### config.mk
export PLATFORM = sky130hd
export DESIGN_NAME = goertzel_tone_power
export DESIGN_NICKNAME = d
export VERILOG_FILES = /design/src/design/gtp_pkg.sv /design/src/design/gtp_ctrl.sv /design/src/design/gtp_datapath.sv /design/src/design/goertzel_tone_power.sv
export SDC_FILE = /design/constraint.sdc
export NUM_CORES = 2
export LEC_CHECK = 0
export BUFFER_PORTS_ARGS = -buffer_cell sky130_fd_sc_hd__clkbuf_2
export CAP_MARGIN = 20
export CORE_ASPECT_RATIO = 0.6
export CORE_MARGIN = 10
export CORE_UTILIZATION = 45
export DETAILED_ROUTE_END_ITERATION = 10
export PLACE_DENSITY_LB_ADDON = 0.3
export SYNTH_ARGS = -nofsm -noshare
export SYNTH_HDL_FRONTEND = slang
export SYNTH_SLANG_ARGS = --single-unit
### constraint.sdc
create_clock -name clk -period 11.2 [get_ports clk]
set_input_delay 1.12 -clock clk [delete_from_list [all_inputs] [get_ports clk]]
set_output_delay 1.12 -clock clk [all_outputs]
set_load 0.02 [all_outputs]
### src/design/gtp_pkg.sv
// ----------------------------------------------------------------------------
// gtp_pkg
// Shared types and constants of the Goertzel tone power block: field widths,
// register indexes, datapath operations and the command and status words.
// ----------------------------------------------------------------------------
package gtp_pkg;

  localparam int SAMPLE_BITS = 16;
  localparam int COEF_BITS   = 16;
  localparam int BLOCK_BITS  = 13;
  localparam int MAX_BLOCK   = 4096;
  localparam int STATE_BITS  = 48;
  localparam int PROD_BITS   = 64;
  localparam int POWER_BITS  = 40;
  localparam int HALF_BITS   = 20;
  localparam int ACC_BITS    = 81;
  localparam int DIV_BITS    = 25;
  localparam int COUNT_BITS  = $clog2(POWER_BITS);
  localparam int INDEX_BITS  = 2;

  localparam logic signed [STATE_BITS-1:0] STATE_MAX = {1'b0, {(STATE_BITS-1){1'b1}}};
  localparam logic signed [STATE_BITS-1:0] STATE_MIN = {1'b1, {(STATE_BITS-1){1'b0}}};
  localparam logic [POWER_BITS-1:0]        POWER_MAX = {POWER_BITS{1'b1}};

  typedef enum logic [INDEX_BITS-1:0] {
    REG_COEFFICIENT  = 2'd0,
    REG_COSINE       = 2'd1,
    REG_SINE         = 2'd2,
    REG_BLOCK_LENGTH = 2'd3
  } reg_index_t;

  typedef enum logic [3:0] {
    OP_NONE,
    OP_MUL_COEF,
    OP_UPDATE,
    OP_MUL_COS,
    OP_RE,
    OP_MUL_SIN,
    OP_IM,
    OP_MAG,
    OP_SQ,
    OP_CHECK,
    OP_DIV,
    OP_EMIT
  } op_t;

  typedef enum logic [2:0] {
    SQ_RE_LL,
    SQ_RE_HL,
    SQ_RE_HH,
    SQ_IM_LL,
    SQ_IM_HL,
    SQ_IM_HH,
    SQ_BLOCK
  } sq_step_t;

  typedef struct packed {
    logic     load;
    op_t      op;
    sq_step_t step;
  } gtp_cmd_t;

  typedef struct packed {
    logic last;
    logic out_free;
  } gtp_status_t;

endpackage

### src/design/gtp_ctrl.sv
// ----------------------------------------------------------------------------
// gtp_ctrl
// Sequencer of the Goertzel tone power block: accepts sample words, steps the
// datapath through the recursion and, on the last sample, through the power
// calculation and the bit-serial division.
// ----------------------------------------------------------------------------
module gtp_ctrl import gtp_pkg::*; (
  input  logic        clk,
  input  logic        rst,
  input  logic        sample_valid,
  output logic        sample_ready,
  input  gtp_status_t status,
  output gtp_cmd_t    cmd
);

  typedef enum logic [3:0] {
    S_IDLE,
    S_UPDATE,
    S_MUL_COS,
    S_RE,
    S_MUL_SIN,
    S_IM,
    S_MAG,
    S_SQ,
    S_CHECK,
    S_DIV,
    S_EMIT
  } state_t;

  state_t                state, state_next;
  sq_step_t              step, step_next;
  logic [COUNT_BITS-1:0] count, count_next;

  assign sample_ready = (state == S_IDLE);

  always_comb begin
    state_next = state;
    step_next  = step;
    count_next = count;
    cmd.load   = 1'b0;
    cmd.op     = OP_NONE;
    cmd.step   = step;
    unique case (state)
      S_IDLE: begin
        if (sample_valid) begin
          cmd.load   = 1'b1;
          cmd.op     = OP_MUL_COEF;
          state_next = S_UPDATE;
        end
      end
      S_UPDATE: begin
        cmd.op     = OP_UPDATE;
        state_next = status.last ? S_MUL_COS : S_IDLE;
      end
      S_MUL_COS: begin
        cmd.op     = OP_MUL_COS;
        state_next = S_RE;
      end
      S_RE: begin
        cmd.op     = OP_RE;
        state_next = S_MUL_SIN;
      end
      S_MUL_SIN: begin
        cmd.op     = OP_MUL_SIN;
        state_next = S_IM;
      end
      S_IM: begin
        cmd.op     = OP_IM;
        state_next = S_MAG;
      end
      S_MAG: begin
        cmd.op     = OP_MAG;
        step_next  = SQ_RE_LL;
        state_next = S_SQ;
      end
      S_SQ: begin
        cmd.op = OP_SQ;
        if (step == SQ_BLOCK) begin
          state_next = S_CHECK;
        end else begin
          step_next = sq_step_t'(step + 3'd1);
        end
      end
      S_CHECK: begin
        cmd.op     = OP_CHECK;
        count_next = '0;
        state_next = S_DIV;
      end
      S_DIV: begin
        cmd.op     = OP_DIV;
        count_next = count + COUNT_BITS'(1);
        if (count == COUNT_BITS'(POWER_BITS - 1)) begin
          state_next = S_EMIT;
        end
      end
      S_EMIT: begin
        if (status.out_free) begin
          cmd.op     = OP_EMIT;
          state_next = S_IDLE;
        end
      end
      default: state_next = S_IDLE;
    endcase
  end

  always_ff @(posedge clk) begin
    if (rst) begin
      state <= S_IDLE;
      step  <= SQ_RE_LL;
      count <= '0;
    end else begin
      state <= state_next;
      step  <= step_next;
      count <= count_next;
    end
  end

endmodule

### src/design/gtp_datapath.sv
// ----------------------------------------------------------------------------
// gtp_datapath
// Registers, shared recursion multiplier, squaring multiplier with its
// accumulator, restoring divider and the output word register.
// ----------------------------------------------------------------------------
module gtp_datapath import gtp_pkg::*; (
  input  logic                          clk,
  input  logic                          rst,
  input  gtp_cmd_t                      cmd,
  output gtp_status_t                   status,
  input  logic signed [SAMPLE_BITS-1:0] sample,
  input  logic                          last,
  input  logic                          cfg_write,
  input  logic [INDEX_BITS-1:0]         cfg_index,
  input  logic [COEF_BITS-1:0]          cfg_data,
  output logic                          power_valid,
  input  logic                          power_ready,
  output logic [POWER_BITS-1:0]         power
);

  logic signed [COEF_BITS-1:0]   coefficient, cosine, sine;
  logic [BLOCK_BITS-1:0]         block_length;
  logic signed [STATE_BITS-1:0]  delay_one, delay_two;
  logic signed [SAMPLE_BITS-1:0] sample_reg;
  logic                          last_reg;
  logic signed [PROD_BITS-1:0]   prod_reg;
  logic signed [STATE_BITS-1:0]  s0_reg;
  logic signed [49:0]            re_reg, im_reg;
  logic [POWER_BITS-1:0]         mr, mi;
  logic                          big;
  logic [ACC_BITS-1:0]           acc;
  logic [DIV_BITS-1:0]           d_reg, rem;
  logic [POWER_BITS-1:0]         qsh;
  logic                          sat;

  // recursion multiplier
  logic signed [COEF_BITS-1:0] mul_a;
  logic signed [PROD_BITS-1:0] mul_prod;
  always_comb begin
    priority case (cmd.op)
      OP_MUL_COS: mul_a = cosine;
      OP_MUL_SIN: mul_a = sine;
      default:    mul_a = coefficient;
    endcase
  end
  assign mul_prod = PROD_BITS'(mul_a) * PROD_BITS'(delay_one);

  // rounding shifts
  logic signed [PROD_BITS-1:0] rnd14, rnd15;
  logic signed [49:0]          r14;
  logic signed [48:0]          r15;
  assign rnd14 = (prod_reg + 64'sd8192) >>> 14;
  assign rnd15 = (prod_reg + 64'sd16384) >>> 15;
  assign r14   = $signed(rnd14[49:0]);
  assign r15   = $signed(rnd15[48:0]);

  logic signed [51:0]           s0_wide;
  logic signed [STATE_BITS-1:0] s0;
  assign s0_wide = 52'(sample_reg) + 52'(r14) - 52'(delay_two);
  always_comb begin
    priority if (s0_wide > 52'(STATE_MAX)) begin
      s0 = STATE_MAX;
    end else if (s0_wide < 52'(STATE_MIN)) begin
      s0 = STATE_MIN;
    end else begin
      s0 = s0_wide[STATE_BITS-1:0];
    end
  end

  logic [49:0] re_abs, im_abs;
  assign re_abs = re_reg[49] ? 50'(-re_reg) : 50'(re_reg);
  assign im_abs = im_reg[49] ? 50'(-im_reg) : 50'(im_reg);

  logic [BLOCK_BITS-1:0] n_eff;
  always_comb begin
    priority if (block_length == '0) begin
      n_eff = BLOCK_BITS'(1);
    end else if (block_length > BLOCK_BITS'(MAX_BLOCK)) begin
      n_eff = BLOCK_BITS'(MAX_BLOCK);
    end else begin
      n_eff = block_length;
    end
  end

  // squaring multiplier, partial products of the two magnitudes and N squared
  logic [HALF_BITS-1:0]   sq_a, sq_b;
  logic [2*HALF_BITS-1:0] sq_prod;
  logic [ACC_BITS-1:0]    acc_add;
  always_comb begin
    sq_a    = mr[HALF_BITS-1:0];
    sq_b    = mr[HALF_BITS-1:0];
    acc_add = ACC_BITS'(sq_prod);
    unique case (cmd.step)
      SQ_RE_LL: begin
        sq_a = mr[HALF_BITS-1:0];
        sq_b = mr[HALF_BITS-1:0];
      end
      SQ_RE_HL: begin
        sq_a    = mr[POWER_BITS-1:HALF_BITS];
        sq_b    = mr[HALF_BITS-1:0];
        acc_add = ACC_BITS'(sq_prod) << (HALF_BITS + 1);
      end
      SQ_RE_HH: begin
        sq_a    = mr[POWER_BITS-1:HALF_BITS];
        sq_b    = mr[POWER_BITS-1:HALF_BITS];
        acc_add = ACC_BITS'(sq_prod) << (2 * HALF_BITS);
      end
      SQ_IM_LL: begin
        sq_a = mi[HALF_BITS-1:0];
        sq_b = mi[HALF_BITS-1:0];
      end
      SQ_IM_HL: begin
        sq_a    = mi[POWER_BITS-1:HALF_BITS];
        sq_b    = mi[HALF_BITS-1:0];
        acc_add = ACC_BITS'(sq_prod) << (HALF_BITS + 1);
      end
      SQ_IM_HH: begin
        sq_a    = mi[POWER_BITS-1:HALF_BITS];
        sq_b    = mi[POWER_BITS-1:HALF_BITS];
        acc_add = ACC_BITS'(sq_prod) << (2 * HALF_BITS);
      end
      SQ_BLOCK: begin
        sq_a = HALF_BITS'(n_eff);
        sq_b = HALF_BITS'(n_eff);
      end
      default: begin
        sq_a = '0;
        sq_b = '0;
      end
    endcase
  end
  assign sq_prod = sq_a * sq_b;

  // restoring division step
  logic [DIV_BITS:0] div_t;
  logic              div_ge;
  assign div_t  = {rem, qsh[POWER_BITS-1]};
  assign div_ge = (div_t >= {1'b0, d_reg});

  always_ff @(posedge clk) begin
    if (rst) begin
      coefficient  <= '0;
      cosine       <= 16'sd32767;
      sine         <= '0;
      block_length <= BLOCK_BITS'(205);
    end else if (cfg_write) begin
      unique case (reg_index_t'(cfg_index))
        REG_COEFFICIENT:  coefficient  <= $signed(cfg_data);
        REG_COSINE:       cosine       <= $signed(cfg_data);
        REG_SINE:         sine         <= $signed(cfg_data);
        REG_BLOCK_LENGTH: block_length <= cfg_data[BLOCK_BITS-1:0];
        default: ;
      endcase
    end
  end

  always_ff @(posedge clk) begin
    if (rst) begin
      delay_one <= '0;
      delay_two <= '0;
    end else if (cmd.op == OP_UPDATE && !last_reg) begin
      delay_two <= delay_one;
      delay_one <= s0;
    end else if (cmd.op == OP_EMIT) begin
      delay_one <= '0;
      delay_two <= '0;
    end
  end

  always_ff @(posedge clk) begin
    if (cmd.load) begin
      sample_reg <= sample;
      last_reg   <= last;
    end
    unique case (cmd.op)
      OP_MUL_COEF, OP_MUL_COS, OP_MUL_SIN: prod_reg <= mul_prod;
      OP_UPDATE: s0_reg <= s0;
      OP_RE:     re_reg <= 50'(s0_reg) - 50'(r15);
      OP_IM:     im_reg <= -50'(r15);
      OP_MAG: begin
        mr  <= re_abs[POWER_BITS-1:0];
        mi  <= im_abs[POWER_BITS-1:0];
        big <= (re_abs[49:POWER_BITS] != '0) || (im_abs[49:POWER_BITS] != '0);
        acc <= '0;
      end
      OP_SQ: begin
        if (cmd.step == SQ_BLOCK) begin
          d_reg <= sq_prod[DIV_BITS-1:0];
        end else begin
          acc <= acc + acc_add;
        end
      end
      OP_CHECK: begin
        sat <= big || (acc[ACC_BITS-1:POWER_BITS-1] >= 42'(d_reg));
        rem <= acc[POWER_BITS+DIV_BITS-2:POWER_BITS-1];
        qsh <= {acc[POWER_BITS-2:0], 1'b0};
      end
      OP_DIV: begin
        rem <= div_ge ? DIV_BITS'(div_t - {1'b0, d_reg}) : div_t[DIV_BITS-1:0];
        qsh <= {qsh[POWER_BITS-2:0], div_ge};
      end
      OP_NONE, OP_EMIT: ;
      default: ;
    endcase
  end

  // output word register
  always_ff @(posedge clk) begin
    if (rst) begin
      power_valid <= 1'b0;
    end else if (cmd.op == OP_EMIT) begin
      power_valid <= 1'b1;
    end else if (power_ready) begin
      power_valid <= 1'b0;
    end
  end

  always_ff @(posedge clk) begin
    if (cmd.op == OP_EMIT) begin
      power <= sat ? POWER_MAX : qsh;
    end
  end

  assign status.last     = last_reg;
  assign status.out_free = !power_valid || power_ready;

endmodule

### src/design/goertzel_tone_power.sv
// ----------------------------------------------------------------------------
// goertzel_tone_power
// Goertzel single-tone power detector with a configuration write port.
// ----------------------------------------------------------------------------
// A sample word without last is accepted together with the coefficient
// product on the shared recursion multiplier, and the delay line is updated
// in the next cycle, before the next word is accepted. After a sample word
// with last, the next one is accepted only after the cosine and sine products
// on the same multiplier, seven steps of the squaring multiplier and a
// 40-step restoring divider by N squared. The power word then waits in an
// output register, and new samples are taken while it waits; a following
// power word is held back only while the previous one has not been taken.
// Configuration writes are always accepted and take effect at once.
module goertzel_tone_power import gtp_pkg::*; (
  input  logic                          clk,
  input  logic                          rst,
  input  logic                          sample_valid,
  output logic                          sample_ready,
  input  logic signed [SAMPLE_BITS-1:0] sample,
  input  logic                          last,
  input  logic                          cfg_valid,
  output logic                          cfg_ready,
  input  logic [INDEX_BITS-1:0]         cfg_index,
  input  logic [COEF_BITS-1:0]          cfg_data,
  output logic                          power_valid,
  input  logic                          power_ready,
  output logic [POWER_BITS-1:0]         power
);

  gtp_cmd_t    cmd;
  gtp_status_t status;

  assign cfg_ready = 1'b1;

  gtp_ctrl u_ctrl (
    .clk          (clk),
    .rst          (rst),
    .sample_valid (sample_valid),
    .sample_ready (sample_ready),
    .status       (status),
    .cmd          (cmd)
  );

  gtp_datapath u_datapath (
    .clk         (clk),
    .rst         (rst),
    .cmd         (cmd),
    .status      (status),
    .sample      (sample),
    .last        (last),
    .cfg_write   (cfg_valid && cfg_ready),
    .cfg_index   (cfg_index),
    .cfg_data    (cfg_data),
    .power_valid (power_valid),
    .power_ready (power_ready),
    .power       (power)
  );

endmodule

==> metrics <==
status=finished, final reports clean; Worst setup SP type=flip-flop; core area=181000 sq um; area leader, netlist=fa_1; WS Path Type=reg2reg; CTS Buf Count=70; initial antenna violation count=15; DRC=0; Ys Warns=0; vias=~70k; share of cells above drive strength 1=0.127; Die Area=roughly 200000 sq um; pwr dens=246 nW/um^2; Initial Util=0.453; Min-Delay Endpoint=u_datapath.coefficient[4]; Post-synth EDFFs=~510; GP Congestion=1.05; Post-Route WL=281000 um; WP data required=11580 ps; synthesized area=82000 sq um; wire per inst=~24 um; Worst R2R End=u_datapath.acc[76]; Tightest Pin Transition=around 1200 ps; cells on worst reg2reg path=48; post-layout min period=approximately 11000 ps; gr ovfl total=0; Mapped Cells=about 9.1k; Die X=around 570 um; Synth Flop Type=edfxtp_1; Cell Rows=roughly 120; filler cell count in the final layout=16.7k; Place WS=-688 ps; DR pass1 iterations=9; syn_nets=~11k; DR vias/cell=about 5.7; peak fanout along the critical path=11; hold slack=approximately 460 ps; register bit total from synthesis=slightly below 700; Multi-input gate area=between 50000 and 60000 sq um; Slowest-stage cell, CP=fa_2; hpwl dp=roughly 230000 um; Worst-path clk slew=~70 ps; maximum clock insertion buffer count=3; clk sink count=a little under 700; crit-path most repeated cell=buf_4; number of DRC markers in iteration 0=about 8.3k; Tcrit/Tclk final=0.981; post-route setup TNS=0 ps; Static Leak=just over 0.04 uW; Synth area leaders=fa_1 26%, edfxtp_1 19%, ha_1 8.2%; Area Overhead vs Synth=13.6%; top-area cell type share of the netlist area=0.264; H-tree depth=3; commonest non-fill, non-tap cells in the layout=1362 x nand2_1, 1319 x inv_1, 1073 x fa_1; max-cap viol count=0; Routed Antenna Nets=0; FF-to-FF Start=u_ctrl.step[1]; setup ws final=217 ps; Reg2Reg Setup Slack=between 200 and 250 ps; worst skew pair latency=~700 ps; PortBufs=just over 80; commonest non-fill, non-tap cell in the layout=nand2_1; post-synth cell types=91; Worst Hold Class=reg2reg; first-pass GRT wire length=between 400000 and 500000 um; slowest cell delay on critical path=just under 600 ps; Clock Tree Root=clkbuf_16; relative slew slack=0.216; f_max=around 0.09 GHz; vias in the first global route=roughly 68k; post-synthesis sequential area ratio=0.228; share of flip-flops with an asynchronous set or reset=0; Largest register FFs=81; CP endpoint kind=flip-flop; I/O pin count=83; nets@finish=~11k; largest net degree at the start of global routing=between 80 and 90; Final Hold Viols=0; FF/Latch Area=about 19000 sq um; Hold Crit Depth=2; worst endpoint data arrival time=between 10000 and 15000 ps; final max-slew violation count=0; # setup viols final=0; GR Util All Layers=0.278; RSZ-0062 raised after global routing=true; TritonCTS clock tree=done; die height=roughly 350 um; worst vdd ir=around 0.27 mV; Total Power=22900 uW; worst hold start=u_datapath.coefficient[4]; Worst Skew=60.3 ps; syn avg cell area=9.02 sq um
==> Yosys cell counts (all sizes together), types with 44 or more instances <==
cell and count:
nand2b 92, o22ai 44, nor3 103, and3 56
o21ai 301, xor2 147, ha 535, and2 296
a21oi 411, o21a 56, xnor2 344, inv 1324
nor2b 44, a22o 52, a22oi 85, clkbuf 450
dfxtp 171, a21o 164, edfxtp 509, o21bai 66
or2 64, nor2 542, fa 1082, nand2 1384
nand3 119, nand4 102
==> how the worst max path moves through the flow <==
stage	cells past startpoint	slack, ps	startpoint	endpoint
CTS	53	10	u_datapath.block_length[4]	u_datapath.acc[74]
global route	46	-110	u_ctrl.step[0]	u_datapath.acc[78]
global placement	43	-520	u_ctrl.step[1]	u_datapath.acc[74]
finish	48	220	u_ctrl.step[1]	u_datapath.acc[76]
detailed placement	45	-690	u_ctrl.step[1]	u_datapath.acc[74]
floorplan	42	230	u_ctrl.step[2]	u_datapath.acc[80]
==> layout make-up <==
| type | instances | share of cell area |
|---|---|---|
| Multi-Input combinational cell | 6618 | 0.619 |
| Clock inverter | 40 | 0.00541 |
| Tap cell | 2398 | 0.0322 |
| Clock buffer | 90 | 0.0212 |
| Inverter | 1324 | 0.0534 |
| Antenna cell | 6 | 0.000161 |
| Sequential cell | 680 | 0.201 |
| Timing Repair Buffer | 811 | 0.0676 |
==> worst max-delay path, delay by kind of cell (launching register included) <==
kind            cells  cell delay (ps)
compound gates     14             2330
xor+xnor            1              240
fa+ha+maj          10             4580
buf+inv            13             1900
flops               1              310
simple gates       10             1290
==> power by group <==
part	switching (uW)	leakage, uW	total, uW	internal, uW
Sequential	675	0.00574	4290	3610
Combinational	9790	0.0338	16000	6250
Clock	1140	0.00120	2580	1430
==> logic make-up after synthesis <==
group,share of synthesized area
AO/OA/AOI/OAI,0.120
XOR/XNOR,0.0524
adder cells (fa/ha/maj),0.346
buffers and inverters,0.0830
flip-flops,0.228
multiplexers,0.00371
other,0.0000457
AND/OR/NAND/NOR,0.167
==> stage by stage <==
| step | cells | util | cell area (sq um) |
|---|---|---|---|
| after detailed placement | 11800 | 0.492 | 89200 |
| after global placement | 11800 | 0.492 | 89200 |
| after CTS | 11900 | 0.507 | 91900 |
| after floorplan | 9096 | - | 82000 |
| final | 12000 | 0.514 | 93200 |
| after global routing | 12000 | 0.514 | 93200 |
==> per-layer routing <==
metal | vias up | track usage | wire length (um) | part of all wire
li1 | 30600 | - | - | -
met1 | 34300 | 0.460 | 140000 | 0.50
met2 | 3468 | 0.336 | 97200 | 0.35
met3 | 295 | 0.104 | 40300 | 0.14
met4 | 2 | 0.0370 | 3850 | 0.014
met5 | - | 0 | 11 | 0.000039
==> what timing repair did <==
action                     in CTS  in global routing
setup buffers                   1                 37
hold endpoints to repair        0                  0
cloned                          0                  1
gates resized for setup        43                219
setup endpoints to repair      29                 52
hold buffers                    0                  0
pin swaps                       3                137
(Power assumes the default switching activity.)
